### config.mk
export PLATFORM = sky130hd
export DESIGN_NAME = ntc_voltage_to_temperature
export DESIGN_NICKNAME = d
export VERILOG_FILES = /design/src/rtl/ntcvt_pkg.sv /design/src/rtl/ntcvt_seg.sv /design/src/rtl/ntcvt_div_stage.sv /design/src/rtl/ntcvt_check.sv /design/src/rtl/ntc_voltage_to_temperature.sv
export SDC_FILE = /design/constraint.sdc
export NUM_CORES = 1
export LEC_CHECK = 0
export BUFFER_PORTS_ARGS = -buffer_cell sky130_fd_sc_hd__buf_2
export CAP_MARGIN = 20
export CORE_MARGIN = 2
export CORE_UTILIZATION = 60
export CTS_CLUSTER_SIZE = 16
export DETAILED_ROUTE_END_ITERATION = 7
export PLACE_DENSITY = 0.77
export REMOVE_ABC_BUFFERS = 1
export SLEW_MARGIN = 20
export SYNTH_ARGS = -nofsm -noshare
export SYNTH_HDL_FRONTEND = slang
export SYNTH_SLANG_ARGS = --single-unit
### constraint.sdc
create_clock -name i_clk -period 18.6 [get_ports i_clk]
set_input_delay 0.93 -clock i_clk [delete_from_list [all_inputs] [get_ports i_clk]]
set_output_delay 0.93 -clock i_clk [all_outputs]
set_load 0.05 [all_outputs]
### src/rtl/ntcvt_pkg.sv
// Shared constants, voltage table and pipeline types for the NTC converter.
`default_nettype none

package ntcvt_pkg;

    localparam int STORED_POINTS     = 25;
    localparam int DEF_TABLE_POINTS  = 25;
    localparam int PT_IDX_W          = $clog2(STORED_POINTS);

    localparam int VOLT_W            = 16;
    localparam int TEMP_W            = 16;
    localparam int SPAN_W            = 12;   // widest segment span is 3605
    localparam int QUOT_W            = 11;   // quotient never exceeds 1280
    localparam int REM_W             = SPAN_W + QUOT_W;

    localparam int START_Q8          = -10240;
    localparam int STEP_Q8           = 1280;

    // configuration port
    localparam int CFG_ADDR_W        = 3;
    localparam int CFG_DATA_W        = 16;
    localparam logic [CFG_ADDR_W-1:0] CFG_WINDOW_LOW     = 3'd0;
    localparam logic [CFG_ADDR_W-1:0] CFG_WINDOW_HIGH    = 3'd1;
    localparam logic [CFG_ADDR_W-1:0] CFG_VALID_MIN_TEMP = 3'd2;
    localparam logic [CFG_ADDR_W-1:0] CFG_VALID_MAX_TEMP = 3'd3;
    localparam logic [CFG_ADDR_W-1:0] CFG_INVALID_CODE   = 3'd4;

    localparam logic [VOLT_W-1:0]        RST_WINDOW_LOW     = 16'd5734;
    localparam logic [VOLT_W-1:0]        RST_WINDOW_HIGH    = 16'd51610;
    localparam logic signed [TEMP_W-1:0] RST_VALID_MIN_TEMP = -16'sd10240;
    localparam logic signed [TEMP_W-1:0] RST_VALID_MAX_TEMP = 16'sd20480;
    localparam logic signed [TEMP_W-1:0] RST_INVALID_CODE   = 16'sh8000;

    // Item moving through the interpolation pipeline.
    typedef struct packed {
        logic signed [TEMP_W-1:0] base;
        logic [REM_W-1:0]         rem;
        logic [SPAN_W-1:0]        span;
        logic [QUOT_W-1:0]        quot;
        logic                     win_ok;
    } t_div;

    // Falling divider voltage table, Q2.14, one point every 5 C from -40 C.
    function automatic logic [VOLT_W-1:0] volt_point(input logic [PT_IDX_W-1:0] idx);
        logic [VOLT_W-1:0] v;
        case (idx)
            5'd0:    v = 16'd52383;
            5'd1:    v = 16'd51814;
            5'd2:    v = 16'd51080;
            5'd3:    v = 16'd50149;
            5'd4:    v = 16'd48967;
            5'd5:    v = 16'd47553;
            5'd6:    v = 16'd45875;
            5'd7:    v = 16'd43866;
            5'd8:    v = 16'd41493;
            5'd9:    v = 16'd38619;
            5'd10:   v = 16'd36045;
            5'd11:   v = 16'd32440;
            5'd12:   v = 16'd29491;
            5'd13:   v = 16'd27034;
            5'd14:   v = 16'd24023;
            5'd15:   v = 16'd21158;
            5'd16:   v = 16'd18485;
            5'd17:   v = 16'd16045;
            5'd18:   v = 16'd13851;
            5'd19:   v = 16'd11910;
            5'd20:   v = 16'd10210;
            5'd21:   v = 16'd8735;
            5'd22:   v = 16'd7466;
            5'd23:   v = 16'd6376;
            5'd24:   v = 16'd5450;
            default: v = 16'd0;
        endcase
        return v;
    endfunction

endpackage

`default_nettype wire

### src/rtl/ntcvt_seg.sv
// Stage 0: clamp the voltage, find its table segment, set up the division.
`default_nettype none

module ntcvt_seg #(
    parameter int TABLE_POINTS = ntcvt_pkg::DEF_TABLE_POINTS
) (
    input  wire                          i_clk,
    input  wire                          i_en,
    input  wire [ntcvt_pkg::VOLT_W-1:0]  i_volt,
    input  wire [ntcvt_pkg::VOLT_W-1:0]  i_win_low,
    input  wire [ntcvt_pkg::VOLT_W-1:0]  i_win_high,
    output ntcvt_pkg::t_div              o_item
);
    import ntcvt_pkg::*;

    localparam int NPTS = (TABLE_POINTS > STORED_POINTS) ? STORED_POINTS :
                          (TABLE_POINTS < 2) ? 2 : TABLE_POINTS;
    localparam logic signed [TEMP_W-1:0] END_TEMP = TEMP_W'(START_Q8 + STEP_Q8 * (NPTS - 1));

    t_div              n_item;
    t_div              r_item;
    logic              above;
    logic              below;
    logic [VOLT_W-1:0] hi;
    logic [SPAN_W-1:0] d;

    always_comb begin
        above  = (i_volt >= volt_point(PT_IDX_W'(0)));
        below  = (i_volt <= volt_point(PT_IDX_W'(NPTS - 1)));
        hi     = i_volt;
        n_item = '0;
        n_item.span   = SPAN_W'(1);
        n_item.win_ok = (i_volt >= i_win_low) && (i_volt <= i_win_high);
        if (above) begin
            n_item.base = TEMP_W'(START_Q8);
        end else if (below) begin
            n_item.base = END_TEMP;
        end else begin
            // exactly one segment matches strictly inside the table
            for (int i = 1; i < NPTS; i++) begin
                if ((i_volt < volt_point(PT_IDX_W'(i - 1))) &&
                    (i_volt >= volt_point(PT_IDX_W'(i)))) begin
                    hi          = volt_point(PT_IDX_W'(i - 1));
                    n_item.base = TEMP_W'(START_Q8 + STEP_Q8 * (i - 1));
                    n_item.span = SPAN_W'(volt_point(PT_IDX_W'(i - 1)) -
                                          volt_point(PT_IDX_W'(i)));
                end
            end
        end
        d = SPAN_W'(hi - i_volt);
        // offset times 1280 = (d << 10) + (d << 8)
        n_item.rem = (REM_W'(d) << 10) + (REM_W'(d) << 8);
    end

    always_ff @(posedge i_clk) begin
        if (i_en) begin
            r_item <= n_item;
        end
    end

    assign o_item = r_item;

endmodule

`default_nettype wire

### src/rtl/ntcvt_div_stage.sv
// One registered slice of the restoring divider: a few quotient bits per stage.
`default_nettype none

module ntcvt_div_stage #(
    parameter int FIRST_BIT = 10,
    parameter int STEPS     = 4
) (
    input  wire                 i_clk,
    input  wire                 i_en,
    input  ntcvt_pkg::t_div     i_item,
    output ntcvt_pkg::t_div     o_item
);
    import ntcvt_pkg::*;

    t_div             n_item;
    t_div             r_item;
    logic [REM_W-1:0] sub;

    always_comb begin
        n_item = i_item;
        sub    = '0;
        for (int s = 0; s < STEPS; s++) begin
            sub = REM_W'(i_item.span) << (FIRST_BIT - s);
            if (n_item.rem >= sub) begin
                n_item.rem                    = n_item.rem - sub;
                n_item.quot[FIRST_BIT - s]    = 1'b1;
            end
        end
    end

    always_ff @(posedge i_clk) begin
        if (i_en) begin
            r_item <= n_item;
        end
    end

    assign o_item = r_item;

endmodule

`default_nettype wire

### src/rtl/ntcvt_check.sv
// Last stage: add the quotient to the segment base, run the checks, hold the result.
`default_nettype none

module ntcvt_check (
    input  wire                                i_clk,
    input  wire                                i_en,
    input  ntcvt_pkg::t_div                    i_item,
    input  wire signed [ntcvt_pkg::TEMP_W-1:0] i_min_temp,
    input  wire signed [ntcvt_pkg::TEMP_W-1:0] i_max_temp,
    input  wire signed [ntcvt_pkg::TEMP_W-1:0] i_invalid_code,
    output logic signed [ntcvt_pkg::TEMP_W-1:0] o_raw,
    output logic signed [ntcvt_pkg::TEMP_W-1:0] o_checked,
    output logic                               o_ok
);
    import ntcvt_pkg::*;

    logic signed [TEMP_W-1:0] n_raw;
    logic                     n_ok;
    logic signed [TEMP_W-1:0] r_raw;
    logic signed [TEMP_W-1:0] r_checked;
    logic                     r_ok;

    always_comb begin
        n_raw = i_item.base + $signed({{(TEMP_W - QUOT_W){1'b0}}, i_item.quot});
        n_ok  = i_item.win_ok && (n_raw >= i_min_temp) && (n_raw <= i_max_temp);
    end

    always_ff @(posedge i_clk) begin
        if (i_en) begin
            r_raw     <= n_raw;
            r_checked <= n_ok ? n_raw : i_invalid_code;
            r_ok      <= n_ok;
        end
    end

    assign o_raw     = r_raw;
    assign o_checked = r_checked;
    assign o_ok      = r_ok;

endmodule

`default_nettype wire

### src/rtl/ntc_voltage_to_temperature.sv
// Throughput: one transaction per cycle; every stage has its own valid bit and advances
//   whenever its successor has room, so bubbles collapse and stalls drop nothing.
// Stages: segment search, three divider slices (4, 4 and 3 quotient bits), check/output.
// Reset: synchronous, active low; clears all valid bits and loads the register defaults.
`default_nettype none

// Top level: NTC divider voltage (Q2.14) to temperature (Q8.8) by table interpolation.
module ntc_voltage_to_temperature #(
    parameter int TABLE_POINTS = ntcvt_pkg::DEF_TABLE_POINTS
) (
    input  wire                               i_clk,
    input  wire                               i_rst_n,
    // slave side
    input  wire                               i_s_axis_tvalid,
    output logic                              o_s_axis_tready,
    input  wire [15:0]                        i_s_axis_tdata,   // [15:0] sense_voltage
    // master side
    output logic                              o_m_axis_tvalid,
    input  wire                               i_m_axis_tready,
    output logic [31:0]                       o_m_axis_tdata,   // [15:0] raw_temp,
                                                                // [31:16] checked_temp
    output logic [0:0]                        o_m_axis_tuser,   // [0] temp_valid
    // configuration writes
    input  wire                               i_cfg_we,
    input  wire [ntcvt_pkg::CFG_ADDR_W-1:0]   i_cfg_addr,
    input  wire [ntcvt_pkg::CFG_DATA_W-1:0]   i_cfg_wdata
);
    import ntcvt_pkg::*;

    localparam int NSTG = 5;

    // configuration registers
    logic [VOLT_W-1:0]        r_win_low;
    logic [VOLT_W-1:0]        r_win_high;
    logic signed [TEMP_W-1:0] r_min_temp;
    logic signed [TEMP_W-1:0] r_max_temp;
    logic signed [TEMP_W-1:0] r_invalid_code;

    always_ff @(posedge i_clk) begin
        if (!i_rst_n) begin
            r_win_low      <= RST_WINDOW_LOW;
            r_win_high     <= RST_WINDOW_HIGH;
            r_min_temp     <= RST_VALID_MIN_TEMP;
            r_max_temp     <= RST_VALID_MAX_TEMP;
            r_invalid_code <= RST_INVALID_CODE;
        end else if (i_cfg_we) begin
            unique case (i_cfg_addr)
                CFG_WINDOW_LOW:     r_win_low      <= i_cfg_wdata;
                CFG_WINDOW_HIGH:    r_win_high     <= i_cfg_wdata;
                CFG_VALID_MIN_TEMP: r_min_temp     <= $signed(i_cfg_wdata);
                CFG_VALID_MAX_TEMP: r_max_temp     <= $signed(i_cfg_wdata);
                CFG_INVALID_CODE:   r_invalid_code <= $signed(i_cfg_wdata);
                default: ;          // drop writes beyond the register list
            endcase
        end
    end

    // Per-stage valid bits and load enables. A stage loads when it is empty
    // or its successor is loading (or, for the last one, the sink takes it).
    logic [NSTG-1:0] r_vld;
    logic [NSTG-1:0] n_vld;
    logic [NSTG:0]   en;

    always_comb begin
        en[NSTG] = i_m_axis_tready;
        for (int k = NSTG - 1; k >= 0; k--) begin
            en[k] = !r_vld[k] || en[k + 1];
        end
        n_vld = r_vld;
        if (en[0]) begin
            n_vld[0] = i_s_axis_tvalid;
        end
        for (int k = 1; k < NSTG; k++) begin
            if (en[k]) begin
                n_vld[k] = r_vld[k - 1];
            end
        end
    end

    always_ff @(posedge i_clk) begin
        if (!i_rst_n) begin
            r_vld <= '0;
        end else begin
            r_vld <= n_vld;
        end
    end

    assign o_s_axis_tready = en[0];

    // datapath
    t_div                     w_s0;
    t_div                     w_s1;
    t_div                     w_s2;
    t_div                     w_s3;
    logic signed [TEMP_W-1:0] w_raw;
    logic signed [TEMP_W-1:0] w_checked;
    logic                     w_ok;

    ntcvt_seg #(
        .TABLE_POINTS (TABLE_POINTS)
    ) u_seg (
        .i_clk      (i_clk),
        .i_en       (en[0]),
        .i_volt     (i_s_axis_tdata),
        .i_win_low  (r_win_low),
        .i_win_high (r_win_high),
        .o_item     (w_s0)
    );

    ntcvt_div_stage #(.FIRST_BIT(10), .STEPS(4)) u_div0 (
        .i_clk  (i_clk),
        .i_en   (en[1]),
        .i_item (w_s0),
        .o_item (w_s1)
    );

    ntcvt_div_stage #(.FIRST_BIT(6), .STEPS(4)) u_div1 (
        .i_clk  (i_clk),
        .i_en   (en[2]),
        .i_item (w_s1),
        .o_item (w_s2)
    );

    ntcvt_div_stage #(.FIRST_BIT(2), .STEPS(3)) u_div2 (
        .i_clk  (i_clk),
        .i_en   (en[3]),
        .i_item (w_s2),
        .o_item (w_s3)
    );

    ntcvt_check u_check (
        .i_clk          (i_clk),
        .i_en           (en[4]),
        .i_item         (w_s3),
        .i_min_temp     (r_min_temp),
        .i_max_temp     (r_max_temp),
        .i_invalid_code (r_invalid_code),
        .o_raw          (w_raw),
        .o_checked      (w_checked),
        .o_ok           (w_ok)
    );

    assign o_m_axis_tvalid = r_vld[NSTG - 1];
    assign o_m_axis_tdata  = {w_checked, w_raw};
    assign o_m_axis_tuser  = w_ok;

endmodule

`default_nettype wire

### After elaboration in Yosys (flattened, before gate mapping)

Cells that the tools add are included.

| cells by class | value |
|---|---|
| add/sub/neg operators | 37 |
| multipliers | 0 |
| divide/modulo/power cells | 0 |
| magnitude comparators | 65 |
| equal/unequal tests | 4 |
| shifts and indexed selects | 0 |
| muxes and demuxes | 280 |
| bitwise logic cells | 0 |
| reduce and logical (&&, ||, !) cells | 47 |

Operators by type and width:

| operator | count |
|---|---|
| $mux 12 | 194 |
| $mux 16 | 76 |
| $ge 16x16->1 | 26 |
| $lt 16x16->1 | 24 |
| $sub 12x12->12 | 25 |
| $mux 23 | 10 |
| $le 16x16->1 | 2 |
| $logic_and 1x1->1 | 27 |
| $reduce_or 25->1 | 1 |
| $add 22x20->23 | 1 |
| $ge 23x12->1 | 1 |
| $ge 23x13->1 | 1 |
| $ge 23x14->1 | 1 |
| $ge 23x15->1 | 1 |
| $ge 23x16->1 | 1 |
| $ge 23x17->1 | 1 |
| $ge 23x18->1 | 1 |
| $ge 23x19->1 | 1 |
| $ge 23x20->1 | 1 |
| $ge 23x21->1 | 1 |
| $ge 23x22->1 | 1 |
| $sub 23x13->23 | 1 |
| $sub 23x14->23 | 1 |
| $sub 23x15->23 | 1 |
| other kinds (20) | 33 |

| storage, ports and cells | value |
|---|---|
| bits in registers | 314 |
| latch bits | 0 |
| RAM bits | 0 |
| bits in read-only memories | 0 |
| input port bits | 40 |
| output and inout bits | 35 |
| memories kept | 0 |

### Longest topological paths before layout

| logic depth | value |
|---|---|
| depth in word-level cells | 33 |
| depth in mapped cells | 53 |

### Modules after synthesis

A second synthesis with hierarchy kept.

| unflattened totals | value |
|---|---|
| cells, all modules | 2,948 |
| area, all modules | 27,231.1 um^2 |

By module, submodules not included:

| module | times used | cells an instance | area an instance (um^2) | seq. area each (um^2) |
|---|---|---|---|---|
| ntcvt_div_stage at u_div1 | 1 | 650 | 5,988.2 | 1,891.8 |
| ntcvt_seg | 1 | 694 | 5,318.9 | 1,081.0 |
| ntcvt_div_stage at u_div0 | 1 | 521 | 5,137.4 | 1,891.8 |
| ntcvt_div_stage at u_div2 | 1 | 526 | 4,880.9 | 1,891.8 |
| ntc_voltage_to_temperature | 1 | 321 | 3,304.4 | 1,701.6 |
| ntcvt_check | 1 | 236 | 2,601.2 | 991.0 |

### Least setup slack after synthesis

OpenSTA, ideal clock, no wires.

| timing path | value |
|---|---|
| path kind | reg-to-reg |
| from | register u_seg.r_item, in the netlist u_seg.o_item[13] |
| to | register u_div0.r_item, in the netlist u_div0.o_item[38], data pin |
| library setup time | 0.260 ns |
| arrival time | 10.525 ns |
| slack | 7.815 ns |
| cell stages (with the launch flop) | 52 |
| buffers on the path | 5 |
| clock period less this slack | 10.785 ns |
| path through | edfxtp_1 inv_1 ha_1 nor2b_1 o21ai_0 a21boi_0 o21ai_0 a21oi_1 a31oi_1 clkinv_1 clkbuf_1 nor2_1 a21oi_1 fa_1 a21o_1 a21oi_1 o21bai_1 a21oi_1 (+16 left out) or2_2 nor4b_2 clkbuf_1 mux2_2 ha_1 nor2b_1 o21ai_0 nand2b_1 nor2b_1 a211oi_1 nand2b_1 a21boi_0 o21a_1 o21ai_0 nand2b_1 nor4_4 buf_2 mux2_2 |

RTL lines:

| element | RTL line | RTL |
|---|---|---|
| from (decl) | ntcvt_seg.sv:21 | `t_div r_item;` |
| from (signal assigned) | ntcvt_seg.sv:57 | `r_item <= n_item;` |
| to (signal assigned) | ntcvt_div_stage.sv:33 | `r_item <= n_item;` |
| to (decl) | ntcvt_div_stage.sv:16 | `t_div r_item;` |

==> metrics.txt <==
delay-heaviest family, CP=compound AO/OA/AOI/OAI gates; Final Max Tran Viols=0; most used cell, CP=o21ai_0; IO Count=75; clock skew=around 0.013 ns; area taken by multi-input logic gates=13700 sq um; Max-Cap Viols=0; vias in the first global route=between 15000 and 20000; CP startpoint kind=register; CTS clk-pin slew, worst paths=approximately 0.06 ns; clock sink total=between 200 and 300; FILL cells=~3000; Synth cell types=between 90 and 100; CTS resizes=0; Setup CP Type=register to register; largest net degree at the start of global routing=86; nets=around 2800; vias post-DR=just under 20000; Layout Utilization=about two thirds; die span in x=195 um; routed len/inst=19.3 um; Final setup violation count=0; # Post-CTS Setup Buffers=0; TritonCTS clock tree=done; worst skew pair latency=~0.57 ns; CTS Buffer Depth=3; worst setup margin=between 5 and 6 ns; fin crit period=13.23 ns; Max-slew headroom=around 30%; Area growth syn-to-layout=8.81%; Die ar.=between 30000 and 40000 sq um; die height=between 150 and 200 um; GP Congestion=approximately 0.97; Vias/cell=6.33; data required time at the worst endpoint=18.91 ns; final worst path period share=a little under three quarters; number of flops mapped to enable cells by yosys=179; Iteration-0 DRC Markers=about 1400; TritonRoute pass-1 iters=5; setup TNS=0 ns; unrepaired setup endpoints after global routing=no; f_max=between 70 and 80 MHz; crit-path max FO=25; fin area=around 24000 sq um; CP max-delay cell=nor4_4; core area=about 36000 sq um; Worst-Margin Slew=roughly 1.0 ns; register area share after synthesis=about a third; Initial Util=between 60 and 70%; global-route wire length before repair=between 90000 and 100000 um; Synth Cell Area=between 20000 and 25000 sq um; CTS root buf=clkbuf_16; critical path's largest stage delay=just under 0.9 ns; Synth async-reset ratio=0%; worst hold path class=register to register; endpoint class of the critical path=register; Synth area leaders=edfxtp_1, ha_1, dfxtp_1; DP Area=about 23000 sq um; Yosys top cell area share=24.6%; CP Data Arrival Time=between 10 and 15 ns; mean area per synthesized cell=8.63 sq um; PortBufs=74; dpl hpwl=~45000 um; cell taking the most area after synthesis=edfxtp_1; Reg area=7080 sq um; buffers plus inverters on the worst setup path=3; total routed wirelength=between 50000 and 60000 um; Hold-fix buffers, CTS=0; GRT overflow=0; synthesized instance count=2536; status=completed; share of layout cells above drive strength 1=roughly a tenth; Synthesis Warnings=0; Std-Cell Rows=69; FF+latch count, synth=about 260; antenna cells=0; initial antenna violation count=1; Setup WS pre-CTS=between 5 and 6 ns; H-tree depth=1; final hold violation count=0; total CTS buffers=29; Synth Flop Type=edfxtp_1; total global-route track usage=a little under a third; Routed Antenna Nets=0; DRC Markers=0
## worst register-to-register path, delay by kind of cell (launching register included)
family	cells	cell delay [ns]
AOI/OAI and AO/OA	25	5.68
buffers and inverters	3	1.13
adders and majority gates	4	1.50
DFF	1	0.45
and+or+nand+nor	12	3.41
muxes	2	0.81
## stage by stage
step,instances,hold WS [ns]
6_report,3065,0.415
5_1_grt,3065,0.424
4_1_cts,3065,0.415
3_5_place_dp,3011,0.405
3_3_place_gp,3011,0.402
2_1_floorplan,2456,0.400
## layout make-up
type / count / area share, %
clock inverters: 18 / 1.37
clock buffers: 36 / 3.33
inverters: 208 / 3.28
repair buffers: 94 / 2.19
flip-flops and latches: 264 / 29.7
multi-input cells: 1984 / 57.7
well taps: 461 / 2.42
## logic make-up after synthesis
logic type / count (synthesis) / share of synthesized area [%]
xor gates and xnor gates: 116 / 4.64
AOI/OAI and AO/OA: 736 / 23.0
DFF: 264 / 32.3
adders and majority gates: 224 / 13.1
muxes: 62 / 3.25
buffers and inverters: 288 / 5.06
and+or+nand+nor: 846 / 18.6
## synthesized netlist by cell type, drive strengths merged (17+ instances only)
library cell / n
a31oi: 33
nand4: 41
xnor2: 80
clkbuf: 68
dfxtp: 85
a21oi: 143
and3: 19
edfxtp: 179
o21ai: 148
a21boi: 84
inv: 206
o211ai: 45
nand3: 45
xor2: 36
a211oi: 21
o31ai: 20
nor2: 183
mux2: 52
or2: 17
o21a: 44
o21bai: 23
ha: 215
nor4: 19
nand2b: 37
nand2: 320
nor2b: 40
nor3: 49
a21o: 71
## worst paths after layout
kind         cells past startpoint                          end                      startpoint  slack (ns)
max                             46  u_div0.o_item[36]$_DFFE_PP_  u_seg.o_item[13]$_SDFFCE_PP0P_        5.37
min                              0   u_div2.o_item[9]$_DFFE_PP_      u_div1.o_item[9]$_DFFE_PP_        0.41
max reg2reg                     46  u_div0.o_item[36]$_DFFE_PP_  u_seg.o_item[13]$_SDFFCE_PP0P_        5.37
min reg2reg                      0   u_div2.o_item[9]$_DFFE_PP_      u_div1.o_item[9]$_DFFE_PP_        0.41
## layer usage
layer,wire [um],up-vias,global-route usage (%)
met5,11,-,0
met4,2270,2,13.1
met3,3620,170,3.66
met2,28600,716,54.0
met1,24700,9153,38.9
li1,-,9353,-
## layout by cell type (no fill, tap or decap), types with 10 or more instances in the layout
cell type    n
nand4_1     40
a211oi_1    19
nor3_1      49
a211o_1     10
mux2_2      42
a21oi_1    143
a21o_1      71
edfxtp_1   179
a31oi_1     33
and2_1      11
inv_1      204
or3_1       13
buf_4       20
buf_2       74
clkbuf_16   30
o21bai_1    22
nand2b_1    37
nor2b_1     40
nand2_1    320
or4_1       15
a21boi_0    84
xnor2_1     80
dfxtp_1     85
nand3_1     44
xor2_1      36
o21a_1      43
o21ai_0    146
and3_1      19
nor4_1      16
o31ai_1     17
nor2_1     182
or2_2       17
ha_1       215
o211ai_1    43
## state kept, by name (all words and copies together), names as in the netlist
name,flops
u_check.o_checked,16
u_div1.o_item,49
u_seg.o_item,36
r_max_temp,16
r_win_high,16
r_vld,5
r_invalid_code,16
u_check.o_ok,1
u_div2.o_item,20
u_div0.o_item,41
r_min_temp,16
r_win_low,16
u_check.o_raw,16
Power is left out: the tool's default activity adds up to more than one toggle a clock period on the data nets, which glitch-free logic cannot reach.
